### src/hdl/jss_pkg.sv
// ----------------------------------------------------------------------------
// jss_pkg: shared types and constants of the JTAG shift sequencer
// Holds the command codes, the input and result word layouts, and the fixed
// lengths used by the shift engine.
// ----------------------------------------------------------------------------
package jss_pkg;

    localparam int unsigned DR_LENGTH   = 32;
    localparam int unsigned COUNT_W     = 24;
    localparam int unsigned ERASE_RESET = 360000;

    localparam logic [2:0] CMD_LSB_SHIFT = 3'd0;
    localparam logic [2:0] CMD_MSB_SHIFT = 3'd1;
    localparam logic [2:0] CMD_TMS_SHIFT = 3'd2;
    localparam logic [2:0] CMD_MSB_OUT   = 3'd3;
    localparam logic [2:0] CMD_DR32      = 3'd4;
    localparam logic [2:0] CMD_ERASE     = 3'd5;

    localparam logic OP_START = 1'b0;
    localparam logic OP_TICK  = 1'b1;

    typedef struct packed {
        logic        operation;
        logic [2:0]  command;
        logic [7:0]  data;
        logic [3:0]  bit_count;
        logic [31:0] dr_word;
        logic [7:0]  tail;
        logic        tdo;
    } t_item;

    typedef struct packed {
        logic       clocked;
        logic       tdi_out;
        logic       tms_out;
        logic       done_res;
        logic [7:0] reply;
    } t_result;

endpackage

### src/hdl/jss_engine.sv
// ----------------------------------------------------------------------------
// jss_engine: command state and per-word shift step
// Holds the active command, the clock count and the shift registers, and
// works out the pin levels and reply for one word combinationally.
// ----------------------------------------------------------------------------
module jss_engine (
    input  logic                                i_clk,
    input  logic                                i_rst_n,
    input  logic                                i_fire,
    input  jss_pkg::t_item                      i_item,
    input  logic [jss_pkg::COUNT_W-1:0]         i_erase_clocks,
    output logic                                o_res_valid,
    output jss_pkg::t_result                    o_res
);

    logic [2:0]                     r_mode, n_mode;
    logic                           r_busy, n_busy;
    logic [jss_pkg::COUNT_W-1:0]    r_clocks_left, n_clocks_left;
    logic [jss_pkg::DR_LENGTH-1:0]  r_out_shift, n_out_shift;
    logic [7:0]                     r_capture, n_capture;
    logic                           r_last_tms, n_last_tms;
    logic                           r_tdi, n_tdi;
    logic                           r_tms, n_tms;
    logic [jss_pkg::COUNT_W-1:0]    w_count;
    logic                           w_done;

    always_comb begin
        n_mode        = r_mode;
        n_busy        = r_busy;
        n_clocks_left = r_clocks_left;
        n_out_shift   = r_out_shift;
        n_capture     = r_capture;
        n_last_tms    = r_last_tms;
        n_tdi         = r_tdi;
        n_tms         = r_tms;
        w_count       = {{(jss_pkg::COUNT_W-4){1'b0}}, i_item.bit_count};
        w_done        = (r_clocks_left == jss_pkg::COUNT_W'(1));
        o_res_valid   = 1'b0;
        o_res         = '0;

        if (i_item.operation == jss_pkg::OP_START) begin
            // drop starts while busy and unknown commands
            if (!r_busy && i_item.command <= jss_pkg::CMD_ERASE) begin
                n_capture   = '0;
                n_out_shift = {{(jss_pkg::DR_LENGTH-8){1'b0}}, i_item.data};
                case (i_item.command)
                    jss_pkg::CMD_TMS_SHIFT: begin
                        n_tdi = i_item.data[7];
                    end
                    jss_pkg::CMD_DR32: begin
                        // bytes 0..2 first, then byte 3 bits 7..1, then tail bit 7
                        n_out_shift = {i_item.dr_word[7:0], i_item.dr_word[15:8],
                                       i_item.dr_word[23:16], i_item.dr_word[31:25],
                                       i_item.tail[7]};
                        n_last_tms  = i_item.tail[0];
                        w_count     = jss_pkg::COUNT_W'(jss_pkg::DR_LENGTH);
                    end
                    jss_pkg::CMD_ERASE: begin
                        n_tdi   = 1'b0;
                        n_tms   = 1'b0;
                        w_count = i_erase_clocks;
                    end
                    default: begin
                    end
                endcase
                n_mode        = i_item.command;
                n_clocks_left = w_count;
                n_busy        = (w_count != '0);
            end
        end else if (r_busy) begin
            case (r_mode)
                jss_pkg::CMD_LSB_SHIFT: begin
                    n_tdi       = r_out_shift[0];
                    n_out_shift = {{(jss_pkg::DR_LENGTH-7){1'b0}}, r_out_shift[7:1]};
                    n_capture   = {i_item.tdo, r_capture[7:1]};
                end
                jss_pkg::CMD_MSB_SHIFT: begin
                    n_tdi       = r_out_shift[7];
                    n_out_shift = {{(jss_pkg::DR_LENGTH-8){1'b0}}, r_out_shift[6:0], 1'b0};
                    n_capture   = {r_capture[6:0], i_item.tdo};
                end
                jss_pkg::CMD_TMS_SHIFT: begin
                    n_tms       = r_out_shift[0];
                    n_out_shift = {{(jss_pkg::DR_LENGTH-7){1'b0}}, r_out_shift[7:1]};
                    n_capture   = {i_item.tdo, r_capture[7:1]};
                end
                jss_pkg::CMD_MSB_OUT: begin
                    n_tdi       = r_out_shift[7];
                    n_out_shift = {{(jss_pkg::DR_LENGTH-8){1'b0}}, r_out_shift[6:0], 1'b0};
                end
                jss_pkg::CMD_DR32: begin
                    n_tdi       = r_out_shift[jss_pkg::DR_LENGTH-1];
                    n_out_shift = {r_out_shift[jss_pkg::DR_LENGTH-2:0], 1'b0};
                    n_tms       = w_done ? r_last_tms : 1'b0;
                end
                default: begin
                    n_tdi = 1'b0;
                    n_tms = 1'b0;
                end
            endcase
            n_clocks_left = r_clocks_left - jss_pkg::COUNT_W'(1);
            if (w_done) begin
                n_busy = 1'b0;
            end

            o_res_valid      = 1'b1;
            o_res.clocked    = 1'b1;
            o_res.tdi_out    = n_tdi;
            o_res.tms_out    = n_tms;
            o_res.done_res   = w_done;
            o_res.reply      = (w_done && r_mode <= jss_pkg::CMD_TMS_SHIFT) ? n_capture : 8'd0;
        end
    end

    always_ff @(posedge i_clk) begin
        if (!i_rst_n) begin
            r_mode        <= '0;
            r_busy        <= 1'b0;
            r_clocks_left <= '0;
            r_out_shift   <= '0;
            r_capture     <= '0;
            r_last_tms    <= 1'b0;
            r_tdi         <= 1'b0;
            r_tms         <= 1'b0;
        end else if (i_fire) begin
            r_mode        <= n_mode;
            r_busy        <= n_busy;
            r_clocks_left <= n_clocks_left;
            r_out_shift   <= n_out_shift;
            r_capture     <= n_capture;
            r_last_tms    <= n_last_tms;
            r_tdi         <= n_tdi;
            r_tms         <= n_tms;
        end
    end

endmodule

### src/hdl/jss_out_reg.sv
// ----------------------------------------------------------------------------
// jss_out_reg: result register of the shift sequencer
// Holds one result word for the downstream side and tells the engine when
// it may advance.
// ----------------------------------------------------------------------------
module jss_out_reg (
    input  logic             i_clk,
    input  logic             i_rst_n,
    input  logic             i_res_valid,
    input  jss_pkg::t_result i_res,
    output logic             o_advance,
    output logic             o_valid,
    input  logic             i_stall,
    output jss_pkg::t_result o_res
);

    logic             r_valid;
    jss_pkg::t_result r_res;

    // advance when empty or when the held word is taken this cycle
    assign o_advance = !r_valid || !i_stall;
    assign o_valid   = r_valid;
    assign o_res     = r_res;

    always_ff @(posedge i_clk) begin
        if (!i_rst_n) begin
            r_valid <= 1'b0;
        end else if (o_advance) begin
            r_valid <= i_res_valid;
        end
    end

    always_ff @(posedge i_clk) begin
        if (o_advance && i_res_valid) begin
            r_res <= i_res;
        end
    end

endmodule

### src/hdl/jtag_shift_sequencer_core.sv
// ----------------------------------------------------------------------------
// jtag_shift_sequencer_core: JTAG master shift engine
// A start word loads one of six shift commands; each tick word issues one
// TCK pulse and returns the TDI/TMS levels, done flag and captured reply.
//
// Input channel (i_in_valid / o_in_stall): start and tick words. A word is
// taken on an edge with valid high and stall low. Words land in an input
// register, are processed combinationally, and the result goes to the output
// register. Start words and ticks while idle produce no result word.
// Output channel (o_out_valid / i_out_stall): one result per clocking tick.
// Throughput is one word per cycle. When the receiver stalls, the output
// register holds its word, the input register holds the next one, and
// o_in_stall rises until the output register frees up.
// Config channel (i_cfg_valid / o_cfg_ready): erase clock count, always
// ready; write it only while idle.
// Reset (i_rst_n low, synchronous) clears the command state, empties both
// registers and loads the erase count with 360000.
// ----------------------------------------------------------------------------
module jtag_shift_sequencer_core (
    input  logic        i_clk,
    input  logic        i_rst_n,

    input  logic        i_in_valid,
    output logic        o_in_stall,
    input  logic        i_operation,
    input  logic [2:0]  i_command,
    input  logic [7:0]  i_data,
    input  logic [3:0]  i_bit_count,
    input  logic [31:0] i_dr_word,
    input  logic [7:0]  i_tail,
    input  logic        i_tdo,

    output logic        o_out_valid,
    input  logic        i_out_stall,
    output logic        o_clocked,
    output logic        o_tdi_out,
    output logic        o_tms_out,
    output logic        o_done_res,
    output logic [7:0]  o_reply,

    input  logic        i_cfg_valid,
    output logic        o_cfg_ready,
    input  logic [23:0] i_cfg_data
);

    logic                        r_in_valid;
    jss_pkg::t_item              r_in_item;
    logic [jss_pkg::COUNT_W-1:0] r_erase_clocks;
    logic                        w_advance;
    logic                        w_fire;
    logic                        w_accept;
    logic                        w_res_valid;
    jss_pkg::t_result            w_res;
    jss_pkg::t_result            w_out;

    assign o_cfg_ready = 1'b1;
    assign o_in_stall  = r_in_valid && !w_advance;
    assign w_accept    = i_in_valid && !o_in_stall;
    assign w_fire      = r_in_valid && w_advance;

    always_ff @(posedge i_clk) begin
        if (!i_rst_n) begin
            r_in_valid     <= 1'b0;
            r_erase_clocks <= jss_pkg::COUNT_W'(jss_pkg::ERASE_RESET);
        end else begin
            if (w_accept) begin
                r_in_valid <= 1'b1;
            end else if (w_advance) begin
                r_in_valid <= 1'b0;
            end
            if (i_cfg_valid && o_cfg_ready) begin
                r_erase_clocks <= i_cfg_data;
            end
        end
    end

    always_ff @(posedge i_clk) begin
        if (w_accept) begin
            r_in_item <= '{operation: i_operation, command: i_command, data: i_data,
                           bit_count: i_bit_count, dr_word: i_dr_word, tail: i_tail,
                           tdo: i_tdo};
        end
    end

    jss_engine u_engine (
        .i_clk          (i_clk),
        .i_rst_n        (i_rst_n),
        .i_fire         (w_fire),
        .i_item         (r_in_item),
        .i_erase_clocks (r_erase_clocks),
        .o_res_valid    (w_res_valid),
        .o_res          (w_res)
    );

    jss_out_reg u_out_reg (
        .i_clk       (i_clk),
        .i_rst_n     (i_rst_n),
        .i_res_valid (w_fire && w_res_valid),
        .i_res       (w_res),
        .o_advance   (w_advance),
        .o_valid     (o_out_valid),
        .i_stall     (i_out_stall),
        .o_res       (w_out)
    );

    assign o_clocked  = w_out.clocked;
    assign o_tdi_out  = w_out.tdi_out;
    assign o_tms_out  = w_out.tms_out;
    assign o_done_res = w_out.done_res;
    assign o_reply    = w_out.reply;

endmodule

### config.mk
export PLATFORM = sky130hd
export DESIGN_NAME = jtag_shift_sequencer_core
export DESIGN_NICKNAME = d
export VERILOG_FILES = /design/src/hdl/jss_pkg.sv /design/src/hdl/jss_engine.sv /design/src/hdl/jss_out_reg.sv /design/src/hdl/jtag_shift_sequencer_core.sv
export SDC_FILE = /design/constraint.sdc
export NUM_CORES = 1
export LEC_CHECK = 0
export BUFFER_PORTS_ARGS = -buffer_cell sky130_fd_sc_hd__buf_2
export CAP_MARGIN = 10
export CORE_MARGIN = 1.5
export CORE_UTILIZATION = 40
export CTS_CLUSTER_DIAMETER = 200
export CTS_CLUSTER_SIZE = 8
export DETAILED_ROUTE_END_ITERATION = 8
export PLACE_DENSITY = 0.66
export SLEW_MARGIN = 20
export SYNTH_ARGS = -nofsm -noshare
export SYNTH_HDL_FRONTEND = slang
export SYNTH_SLANG_ARGS = --single-unit
export TNS_END_PERCENT = 50
### constraint.sdc
create_clock -name i_clk -period 4.3 [get_ports i_clk]
set_input_delay 0.43 -clock i_clk [delete_from_list [all_inputs] [get_ports i_clk]]
set_output_delay 0.43 -clock i_clk [all_outputs]
set_load 0.03 [all_outputs]
## Word-level counts from Yosys, hierarchy flattened

Cells that the tools add are included.

| word-level totals | value |
|---|---|
| bits in registers | 166 |
| input bits | 86 |
| output and inout port bits | 15 |
| word-level logic and storage cells | 104 |

| operators by class | value |
|---|---|
| add/subtract/negate cells | 1 |
| magnitude comparators | 2 |
| eq/ne operators | 10 |
| multiplexer cells | 36 |
| bitwise operators | 1 |
| reduce and logical (&&, ||, !) cells | 31 |

Operators by type and width:

| operator | count |
|---|---|
| 32-bit two-way mux | 4 |
| 24-bit two-way mux | 5 |
| 32-bit one-hot mux with 3 select lines | 1 |
| 24-bit one-hot mux with 2 select lines | 1 |
| 8-bit two-way mux | 4 |
| 24-bit by 1-bit equality test with 1-bit output (second input constant) | 1 |
| 24-bit nonzero test | 1 |
| 24-bit by 1-bit subtractor with 24-bit output (second input constant) | 1 |
| 1-bit two-way mux | 16 |
| 8-bit one-hot mux with 2 select lines | 1 |
| 4-bit AND reduction | 4 |
| 12-bit two-way mux | 1 |
| 3-bit by 2-bit equality test with 1-bit output (second input constant) | 3 |
| 3-bit equality test (second input constant) | 3 |
| 3-bit AND reduction | 3 |
| 1-bit logical AND | 7 |
| 2-bit nonzero test | 3 |
| 1-bit logical NOT | 5 |
| 4-bit by 3-bit inequality test with 1-bit output (second input constant) | 1 |
| 1-bit one-hot mux with 4 select lines | 1 |
| 2-bit AND reduction | 2 |
| 2-bit OR reduction | 2 |
| 3-bit by 1-bit equality test with 1-bit output (second input constant) | 1 |
| 3-bit by 2-bit less-or-equal comparator with 1-bit output (second input constant) | 1 |
| other kinds (9) | 9 |

## Depth between registers and ports, before layout

Gate-level depths: netlist of run 1.

| depth | value |
|---|---|
| word-level depth | 7 |
| depth in mapped cells | 10 |
| mapped depth without buffers | 7 |

## By module

A second synthesis of run 1 with hierarchy kept.

| second synthesis, totals | value |
|---|---|
| cells, all modules | 702 |
| area, all modules | 7163.1 um^2 |

Modules (own cells, without submodules):

| module | instances | cells an instance | area each (um^2) | seq. area each (um^2) |
|---|---|---|---|---|
| jss_engine | 1 | 543 | 4077.7 | 1421.4 |
| jtag_shift_sequencer_core | 1 | 142 | 2683.8 | 2212.1 |
| jss_out_reg | 1 | 17 | 401.6 | 380.4 |

## Worst setup path after synthesis of run 1

Ideal clock, no wire load.

| timing | value |
|---|---|
| path type | input to register |
| start point | input port i_out_stall |
| end point | register r_in_item[0] in the netlist's numbering (enable) |
| setup time | 463 ps |
| data arrival time | 2996 ps |
| required time | 3837 ps |
| path slack | 841 ps |
| stages | 2 |
| buffers on the path | 0 |
| path through | and3_1 -> nor2b_1 |

| on the way | value |
|---|---|
| word-level cells in the longest chain between the ends | 6 |

Ends and longest elaborated chain:

| item | RTL line | text |
|---|---|---|
| start, declared | jtag_shift_sequencer_core.sv:34 | `input logic i_out_stall,` |
| 1-bit logical NOT | jss_out_reg.sv:21 | `assign o_advance = !r_valid \|\| !i_stall;` |
| 1-bit logical OR | jss_out_reg.sv:21 |  |
| 1-bit logical NOT | jtag_shift_sequencer_core.sv:57 | `assign o_in_stall = r_in_valid && !w_advance;` |
| 1-bit logical AND | jtag_shift_sequencer_core.sv:57 |  |
| 1-bit logical NOT | jtag_shift_sequencer_core.sv:58 | `assign w_accept = i_in_valid && !o_in_stall;` |
| 1-bit logical AND | jtag_shift_sequencer_core.sv:58 |  |
| via w_accept | jtag_shift_sequencer_core.sv:51 | `logic w_accept;` |
| end signal, assigned | jtag_shift_sequencer_core.sv:79 | `r_in_item <= '{operation: i_operation, command: i_command, data: i_data,` |
| end, declared | jtag_shift_sequencer_core.sv:47 | `jss_pkg::t_item r_in_item;` |

The timed path passes the listed nets, and every way through them passes these cells.
A chain may end at the register's enable or synchronous reset.

## Final worst setup path of run 1

| timing | value |
|---|---|
| start point | register u_engine.r_clocks_left[4] in the netlist's numbering |
| end point | register u_out_reg.r_res (netlist bit u_out_reg.o_res[0]) (data pin) |

| on the way | value |
|---|---|
| word-level cells in the longest chain between the ends | 3 |

Ends and longest elaborated chain:

| item | RTL line | text |
|---|---|---|
| start, declared | jss_engine.sv:18 | `logic [jss_pkg::COUNT_W-1:0] r_clocks_left, n_clocks_left;` |
| start signal, assigned | jss_engine.sv:128 | `r_clocks_left <= n_clocks_left;` |
| 24-bit by 1-bit equality test with 1-bit output | jss_engine.sv:37 | `w_done = (r_clocks_left == jss_pkg::COUNT_W'(1));` |
| 1-bit logical AND | jss_engine.sv:111 | `o_res.reply = (w_done && r_mode <= jss_pkg::CMD_TMS_SHIFT) ? n_capture : 8'd0;` |
| 3-bit AND reduction (no source line) | - |  |
| end signal, assigned | jss_out_reg.sv:35 | `r_res <= i_res;` |
| end, declared | jss_out_reg.sv:18 | `jss_pkg::t_result r_res;` |

Every way passes these cells.

==> metrics.md, run 1 <==
| Metric | Value |
|---|---|
| Layout Cell Area excl Fill | `0.00835 mm2` |
| Fraction of registers with async set or reset after synthesis | `0%` |
| Sequential fraction of the synthesis area | `53.3%` |
| Req. time, crit path | `4.58 ns` |
| Die X | `137 um` |
| DIE HEIGHT | `137 um` |
| Worst Setup End Kind | `flop` |
| CP Buf/Inv Count | `0` |
| Relative slew slack | `38.9%` |
| Clk_skew | `0.0102 ns` |
| Power Dens Cells | `435 mW/mm2` |
| GRT overflow | `0` |
| Drt drc | `0` |
| Status | `complete, no violations` |
| GRT Resource Usage Total | `17.3%` |
| CTS tree | `built` |
| Endpoints failing hold | `0` |
| Startpoint Class | `flop` |
| Worst-Skew Late Latency | `0.42 ns` |
| Core area | `0.0174 mm2` |
| Drt pass-1 iters | `7` |
| Post-layout nets | `857` |
| GPL Wtd Cong | `0.844` |
| Starting DRC count in detailed routing | `403` |
| Via count | `5,500` |
| Via density | `5.46` |
| Synthesized flop and latch total | `159` |
| Vias in the first global route | `5,073` |
| Achievable Freq | `386 MHz` |
| Worst Setup Slack, final | `1.71 ns` |
| Top-Level Pins | `101` |
| Number of synthesized flops with an enable pin | `62` |
| Final period util | `60.2%` |
| Top-count cell post-synth | `dfxtp_1` |
| # diodes | `0` |
| WS Path Type | `reg2reg` |
| CTS H-tree depth | `4` |
| Mapped Area | `0.00714 mm2` |
| Synth area leader | `dfxtp_1` |
| Slew @ Worst Pin | `0.915 ns` |
| Final Max Tran Viols | `0` |
| First-pass GRT wire length | `25.6 mm` |
| Initial Utilization | `41.1%` |
| Post-synth top cells | `dfxtp_1, nor2_1, edfxtp_1` |
| Largest net degree at the start of global routing | `67` |
| Warnings from Yosys | `0` |
| Site Rows | `48` |
| Post-layout minimum cycle time | `2.59 ns` |
| Worst slack, placed | `1.73 ns` |
| Area share of the largest cell type after synthesis | `27.2%` |
| Lkg Pwr | `3.16 nW` |
| Area grow syn2layout | `17.0%` |
| Root buffer cell | `clkbuf_16` |
| Post-Syn Instances | `702` |
| Max cap viols | `0` |
| Reg clk slew, reported paths | `0.07 ns` |
| Critical Path, Cell by Cell | `or4_1 > nor4_4 > nand4_1 > or3b_1 > nor2_1` |
| Number of gates resized after CTS | `0` |
| I/O Buffers | `92` |
| CP top delay family | `simple AND/OR/NAND/NOR gates` |
| Slowest cell delay on critical path | `0.71 ns` |
| Avg Cell Area, Syn | `10.2 um2` |
| Syn_nets | `790` |
| Layout cell share with drive strength beyond 1 | `19.2%` |
| Final ANT Viol Nets | `0` |
| Critical-path top delay cell | `or4_1` |
| Post-CTS setup buffers | `0` |
| Hold_buf cts | `0` |
| Clock sinks | `159` |
| VDD IR max | `0.000300 V` |
| Longest Clk Path Bufs | `2` |
| Inserted Clock Buffers | `17` |
| Reg2reg setup slack | `1.71 ns` |
| Critical path arrival | `2.87 ns` |
| Placed cell area | `0.00778 mm2` |
| Hpwl dp | `10.3 mm` |
| Main synth FF type | `dfxtp_1` |
| Drt wl/cell | `15.6 um` |
| RSZ-0062 raised after global routing | `false` |
| Synth unique cells | `64` |
| Final setup violation count | `0` |
| Full die area | `0.0187 mm2` |
| Max FO, Critical Path | `8` |
| Setup_tns | `0 ns` |
| Synth top area cells | `dfxtp_1, edfxtp_1, mux2i_1` |
| Initial antenna violation count | `0` |
| Worst hold path class | `in2reg` |
| Routed wire length | `15.7 mm` |
[logic make-up after synthesis]
group	synth area share [%]
and+or+nand+nor	20.8
xor gates and xnor gates	0.123
other	0.0525
DFF	53.3
muxes	5.05
adders and majority gates	0.350
buffers and inverters	3.49
AOI/OAI and AO/OA	16.9
[layout by cell type, fill, tap and decap left out, drive strengths merged, types with 14 or more instances in the layout]
cell type and instances:
a221oi 26, nor2b 31, edfxtp 62, nor3b 28, clkbuf 18, nor2 73
dfxtp 97, buf 105, a21oi 25, a21boi 14, mux2i 36, o21ai 22
a211oi 15, nand2 53
[final timing paths]
kind | depth (start not counted) | from | endpoint
max | 5 | u_engine.r_clocks_left[4] | u_out_reg.o_res[0]
min | 1 | i_tail[7] | r_in_item[8]
max reg2reg | 5 | u_engine.r_clocks_left[4] | u_out_reg.o_res[0]
min reg2reg | 2 | u_engine.r_last_tms | u_engine.r_last_tms
[routing by layer]
metal	vias to the layer above	share of wire, %	track usage (%)
li1	2766	-	-
met1	2573	50	24.2
met2	145	45	26.6
met3	16	4.7	3.96
met4	0	1.2	5.32
met5	-	0	0
[layout make-up]
type / instances / area (um2)
Clock buffer: 18 / 429
Fill cell: 1609 / 9000
Clock inverter: 14 / 148
Timing Repair Buffer: 105 / 558
Inverter: 4 / 15.0
Tap cell: 225 / 282
Multi-Input combinational cell: 482 / 3120
Sequential cell: 159 / 3800
[worst register-to-register path, delay by kind of cell, from the launching register on]
family | cells | cell delay, ns
and+or+nand+nor | 5 | 2.08
DFF | 1 | 0.36
[through the flow]
step	hold WS [ns]	utilization (%)	instances	power [mW]
6_report	0.173	48.1	1007	3.64
5_1_grt	0.153	48.1	1007	3.79
4_1_cts	0.159	48.1	1007	3.66
3_5_place_dp	0.461	44.8	975	2.19
3_3_place_gp	0.459	44.8	975	2.19
2_1_floorplan	0.435	-	702	2.07
[state kept, by name, indices dropped and copies added (netlist names)]
signal                  cells
r_in_item                  50
u_engine.r_out_shift       32
r_erase_clocks             24
u_engine.r_clocks_left     24
u_out_reg.o_res            12
u_engine.r_capture          8
u_engine.r_mode             3
r_in_valid                  1
u_engine.r_busy             1
u_engine.r_last_tms         1
u_engine.r_tdi              1
u_engine.r_tms              1
u_out_reg.o_valid           1
[power breakdown]
part,internal (mW),total [mW],leakage [nW],switching (mW)
sequential,1.65,1.72,1.41,0.0635
combinational,0.187,0.444,1.47,0.257
clock,0.820,1.47,0.280,0.654
Power figures use the tool's default switching activity.
==> inputs of run 2 (changes only) <==
==> constraint.sdc (replaced) <==
create_clock -name i_clk -period 2.47 [get_ports i_clk]
set_input_delay 0.247 -clock i_clk [delete_from_list [all_inputs] [get_ports i_clk]]
set_output_delay 0.247 -clock i_clk [all_outputs]
set_load 0.03 [all_outputs]
==> metrics.md, run 2 (synthesis gave the netlist of run 1 again) <==
| Metric | Value |
|---|---|
| Status | `complete, no violations` |
| Worst hold path class | `in2reg` |
| Relative slew slack | `52.1% (+13 points)` |
| Hold Path Stages | `1 (unchanged)` |
| Drt pass-1 iters | `5 (-2)` |
| Endpoints failing hold | `0 (unchanged)` |
| Starting DRC count in detailed routing | `397 (-1.5%)` |
| Final Max Tran Viols | `0 (unchanged)` |
| Worst-Skew Late Latency | `0.43 ns (about the same)` |
| Worst slack, placed | `0.111 ns (-1.62 ns)` |
| Post-layout nets | `921 (+7.5%)` |
| CTS H-tree depth | `4 (unchanged)` |
| Reg2reg path depth | `5 (unchanged)` |
| Achievable Freq | `421 MHz (+8.9%)` |
| Largest net degree at the start of global routing | `78 (+16%)` |
| Req. time, crit path | `2.77 ns (-1.81 ns)` |
| Site Rows | `48 (unchanged)` |
| Setup_tns | `0 ns (unchanged)` |
| Met1 usage | `26.4% (+2.2 points)` |
| Routed wire length | `17.1 mm (+9.3%)` |
| Final period util | `96.3% (+36 points)` |
| Commonest non-fill, non-tap cell in the layout | `dfxtp_1` |
| Post-layout minimum cycle time | `2.38 ns (-0.212 ns)` |
| # diodes | `0 (unchanged)` |
| Biggest register | `r_in_item` |
| CTS tree | `built` |
| Vias in the first global route | `5,514 (+8.7%)` |
| DIE HEIGHT | `137 um (unchanged)` |
| Max FFs per register | `50 (unchanged)` |
| Initial Utilization | `41.1% (unchanged)` |
| GRT overflow | `0 (unchanged)` |
| Initial antenna violation count | `0 (unchanged)` |
| Max FO, Critical Path | `8 (unchanged)` |
| Full die area | `0.0187 mm2 (unchanged)` |
| Worst Setup Slack, final | `0.0924 ns (-1.62 ns)` |
| Via density | `5.48 (+0.39%)` |
| Top Registers | `r_in_item (50), u_engine.r_out_shift (32)` |
| Critical path arrival | `2.68 ns (-0.19 ns)` |
| GR Layer Usage met2 | `29.8% (+3.2 points)` |
| Commonest non-fill, non-tap cells in the layout | `dfxtp_1, buf_2, nor2_1` |
| Reg2reg setup slack | `0.09 ns (-1.62 ns)` |
| Post-CTS setup buffers | `0 (unchanged)` |
| WS Path Type | `reg2reg` |
| Clk_skew | `0.00867 ns (-0.00156 ns)` |
| Post-layout util | `52.2% (+4.1 points)` |
| Final ANT Viol Nets | `0 (unchanged)` |
| Worst Setup End Kind | `flop` |
| Final setup violation count | `0 (unchanged)` |
| Power Dens Cells | `746 mW/mm2 (+72%)` |
| Max cap viols | `0 (unchanged)` |
| Inserted Clock Buffers | `17 (unchanged)` |
| Slew @ Worst Pin | `0.718 ns (-0.197 ns)` |
| Clock sinks | `159 (unchanged)` |
| Root buffer cell | `clkbuf_16` |
| Hpwl dp | `10.7 mm (+3.6%)` |
| Core area | `0.0174 mm2 (unchanged)` |
| Die X | `137 um (unchanged)` |
| I/O Buffers | `92 (unchanged)` |
| Top Usage Layer GRT | `met2` |
| Layout cell share with drive strength beyond 1 | `19.6% (+0.46 points)` |
| Longest Clk Path Bufs | `2 (unchanged)` |
| RSZ-0062 raised after global routing | `false` |
| Reg clk slew, reported paths | `0.07 ns (about the same)` |
| Top-Level Pins | `101 (unchanged)` |
| First-pass GRT wire length | `27.8 mm (+8.9%)` |
| Startpoint Class | `flop` |
| VDD IR max | `0.000511 V (+71%)` |
| Lkg Pwr | `3.49 nW (+10%)` |
| GPL Wtd Cong | `0.822 (-2.6%)` |
| Drt drc | `0 (unchanged)` |
| Via count | `5,867 (+6.7%)` |
| GR Layer Usage met3 | `4.70% (+0.74 points)` |
| Drt wl/cell | `16.0 um (+2.9%)` |
| Area grow syn2layout | `27.0%` |
| GRT Resource Usage Total | `19.2% (+1.9 points)` |
## run 2: cell type report
class / count / area, um2
tap: 225 / 282
sequential: 159 / 3800
timing repair buffer: 169 / 1200
fill: 1560 / 8290
inverter: 4 / 15.0
clock inverter: 14 / 219
clock buffer: 17 / 425
multi-input combinational: 482 / 3120
## run 2: worst max-delay path, stage by stage (launching register included)
cell,delay [ns]
dfxtp_1,0.35
or4_1,0.69
or4_4,0.63
or4_1,0.41
nand3_1,0.09
o211ai_1,0.09
## run 2: metrics by stage
stage / instance area (um2) / cells / hold WS, ns / power (mW)
floorplan: 7150 / 702 / 0.346 / 3.60
global placement: 7930 / 990 / 0.424 / 3.86
detailed placement: 7930 / 990 / 0.425 / 3.87
CTS: 9060 / 1070 / 0.00522 / 6.82
global route: 9060 / 1070 / 0.0116 / 7.05
finish: 9060 / 1070 / 0.0285 / 6.77
## run 2: timing repair
action                                  CTS  global route
resized for setup                         0             1
hold endpoints to repair                 49             0
endpoints found under the setup margin    0             3
hold buffers                             49             0
## run 2: worst paths after layout
kind / startpoint / endpoint
hold / removal: i_data[7] / r_in_item[52]
setup / recovery: u_engine.r_clocks_left[4] / u_engine.r_clocks_left[21]
hold reg to reg: u_engine.r_clocks_left[22] / u_engine.r_clocks_left[22]
setup reg to reg: u_engine.r_clocks_left[4] / u_engine.r_clocks_left[21]
## run 2: power breakdown
group | internal, mW | leakage, nW | switching [mW] | total (mW)
logic | 0.416 | 1.76 | 0.483 | 0.898
clock network | 1.73 | 0.314 | 1.15 | 2.88
registers | 2.88 | 1.41 | 0.103 | 2.98
## run 2: layer usage
layer  up-vias  share of wire [%]
li1       2895                  -
met1      2782                 47
met2       170                 47
met3        20                5.3
met4         0                1.5
met5         -                  0
==> inputs of run 3 (changes only) <==
--- a/config.mk
+++ b/config.mk
@@ -5,6 +5,7 @@
 export SDC_FILE = /design/constraint.sdc
 export NUM_CORES = 1
 export LEC_CHECK = 0
+export ABC_AREA = 1
 export BUFFER_PORTS_ARGS = -buffer_cell sky130_fd_sc_hd__buf_2
 export CAP_MARGIN = 10
 export CORE_MARGIN = 1.5
==> metrics.md, run 3 <==
| Metric | Value |
|---|---|
| Mapped Area | `0.00755 mm2 (+5.8%)` |
| Routed wire length | `18.0 mm (+5.2%)` |
| Synth unique cells | `36 (-44%)` |
| Top-Level Pins | `101 (unchanged)` |
| Slew @ Worst Pin | `0.751 ns (+0.0328 ns)` |
| Total chip power | `6.49 mW (-4.1%)` |
| Largest net degree at the start of global routing | `58 (-26%)` |
| Hpwl dp | `11.8 mm (+9.9%)` |
| Syn_nets | `1,073 (+36%)` |
| Via density | `4.98 (-9.2%)` |
| Drt pass-1 iters | `5 (unchanged)` |
| Synth top area cells | `dfxtp_1, edfxtp_1, nand2_1` |
| I/O Buffers | `92 (unchanged)` |
| Final setup violation count | `0 (unchanged)` |
| Vias in the first global route | `6,291 (+14%)` |
| DIE HEIGHT | `140 um (+2.8%)` |
| Inserted Clock Buffers | `17 (unchanged)` |
| GRT Resource Usage Total | `18.9% (-0.29 points)` |
| Lkg Pwr | `4.03 nW (+15%)` |
| Site Rows | `50 (+4.2%)` |
| # diodes | `0 (unchanged)` |
| Hold_buf cts | `48 (-2.0%)` |
| Synthesized flop and latch total | `159 (unchanged)` |
| Core area | `0.0186 mm2 (+7.1%)` |
| Critical path arrival | `2.36 ns (-0.32 ns)` |
| CTS tree | `built` |
| Initial antenna violation count | `0 (unchanged)` |
| Worst-Skew Late Latency | `0.43 ns (about the same)` |
| Placed cell area | `0.00821 mm2 (+3.5%)` |
| Final Max Tran Viols | `0 (unchanged)` |
| Root buffer cell | `clkbuf_16` |
| Commonest non-fill, non-tap cells in the layout | `nand2_1, nor2_1, dfxtp_1` |
| Endpoints failing hold | `0 (unchanged)` |
| Longest Clk Path Bufs | `2 (unchanged)` |
| Area share of the largest cell type after synthesis | `25.7% (-1.5 points)` |
| Final ANT Viol Nets | `0 (unchanged)` |
| Setup_tns | `0 ns (unchanged)` |
| Max FFs per register | `50 (unchanged)` |
| Warnings from Yosys | `0 (unchanged)` |
| Clk_skew | `0.0128 ns (+0.00412 ns)` |
| RSZ-0062 raised after global routing | `false` |
| WS Path Type | `reg2reg` |
| Drt drc | `0 (unchanged)` |
| Sequential fraction of the synthesis area | `50.4% (-2.9 points)` |
| Main synth FF type | `dfxtp_1` |
| Full die area | `0.0197 mm2 (+5.6%)` |
| GPL Wtd Cong | `0.875 (+6.5%)` |
| Max cap viols | `0 (unchanged)` |
| Status | `complete, no violations` |
| Final period util | `82.7% (-14 points)` |
| Drt wl/cell | `13.2 um (-17%)` |
| Achievable Freq | `489 MHz (+16%)` |
| Worst Setup End Kind | `flop` |
| Number of synthesized flops with an enable pin | `62 (unchanged)` |
| GRT overflow | `0 (unchanged)` |
| CTS H-tree depth | `4 (unchanged)` |
| Layout Cell Area excl Fill | `0.00930 mm2 (+2.6%)` |
| Post-layout util | `50.0% (-2.2 points)` |
| Post-CTS setup buffers | `0 (unchanged)` |
| Clock sinks | `159 (unchanged)` |
| Synth area leader | `dfxtp_1` |
| Layout cell share with drive strength beyond 1 | `15.4% (-4.2 points)` |
| Fraction of registers with async set or reset after synthesis | `0% (unchanged)` |
| First-pass GRT wire length | `29.8 mm (+7.1%)` |
| Top-count cell post-synth | `nand2_1` |
| Startpoint Class | `flop` |
| Area grow syn2layout | `23.1%` |
| Relative slew slack | `49.8% (-2.3 points)` |
| Post-synth top cells | `nand2_1, nor2_1, dfxtp_1` |
| Initial Utilization | `40.6% (-0.49 points)` |
| Top Registers | `r_in_item (50), u_engine.r_out_shift (32)` |
| Worst hold path class | `in2reg` |
| Post-layout nets | `1,202 (+31%)` |
| Via count | `6,773 (+15%)` |
| Commonest non-fill, non-tap cell in the layout | `nand2_1` |
| VDD IR max | `0.000497 V (-2.8%)` |
| Post-layout minimum cycle time | `2.04 ns (-0.335 ns)` |
| Die X | `140 um (+2.8%)` |
| Avg Cell Area, Syn | `7.67 um2 (-25%)` |
| Reg clk slew, reported paths | `0.06 ns (about the same)` |
| Max FO, Critical Path | `21 (+13)` |
| Starting DRC count in detailed routing | `471 (+19%)` |
| Number of gates resized after CTS | `0 (unchanged)` |
| Biggest register | `r_in_item` |
| Req. time, crit path | `2.78 ns (about the same)` |
| Post-Syn Instances | `985 (+40%)` |
| Power Dens Cells | `698 mW/mm2 (-6.5%)` |
[run 3: cells by family after synthesis]
| logic type | count (synthesis) | synth area share, % |
|---|---|---|
| AO/OA/AOI/OAI | 179 | 13.1 |
| XOR/XNOR | 2 | 0.232 |
| adder cells (fa/ha/maj) | 2 | 0.331 |
| buffers and inverters | 129 | 7.59 |
| flip-flops | 159 | 50.4 |
| other | 1 | 0.0497 |
| AND/OR/NAND/NOR | 513 | 28.4 |
[run 3: critical path, cell delays in order, from the launching register on]
cell	delay (ns)
edfxtp_1	0.49
nand2_1	0.23
inv_1	0.12
nand2_1	0.11
clkinv_1	0.54
o21ai_0	0.38
inv_1	0.06
[run 3: stage by stage]
| step | instances | hold slack [ns] | setup WS (ns) |
|---|---|---|---|
| 2_1_floorplan | 985 | 0.346 | 0.185 |
| 3_5_place_dp | 1281 | 0.425 | 0.391 |
| 3_3_place_gp | 1281 | 0.423 | 0.477 |
| 4_1_cts | 1361 | 0.00316 | 0.392 |
| 6_report | 1361 | 0.0245 | 0.427 |
| 5_1_grt | 1361 | 0.00336 | 0.197 |
[run 3: metal layers]
| layer | vias to the layer above | GRT usage (%) | wire length [um] |
|---|---|---|---|
| met4 | 0 | 6.26 | 205 |
| met2 | 127 | 31.1 | 8530 |
| li1 | 3522 | - | - |
| met1 | 3109 | 24.6 | 8600 |
| met3 | 15 | 4.34 | 669 |
| met5 | - | 0 | 0 |
[run 3: final timing paths]
kind | start | to | slack [ns] | cells after the start
hold reg to reg | r_erase_clocks[6] | r_erase_clocks[6] | 0.47 | 2
hold / removal | i_bit_count[3] | r_in_item[44] | 0.02 | 1
setup reg to reg | r_in_item[56] | u_out_reg.o_valid | 0.43 | 6
setup / recovery | r_in_item[56] | u_out_reg.o_valid | 0.43 | 6
[run 3: final cells by class]
type	instances	area, um2
Fill cell	1747	9280
Sequential cell	159	3800
Multi-Input combinational cell	697	3170
Timing Repair Buffer	160	1120
Clock buffer	18	429
Inverter	79	302
Tap cell	234	293
Clock inverter	14	180
[run 3: report_power, final]
group,switching (mW),internal (mW),total (mW)
sequential,0.0720,2.86,2.93
combinational,0.520,0.330,0.850
clock,1.10,1.61,2.71
total,1.69,4.79,6.49
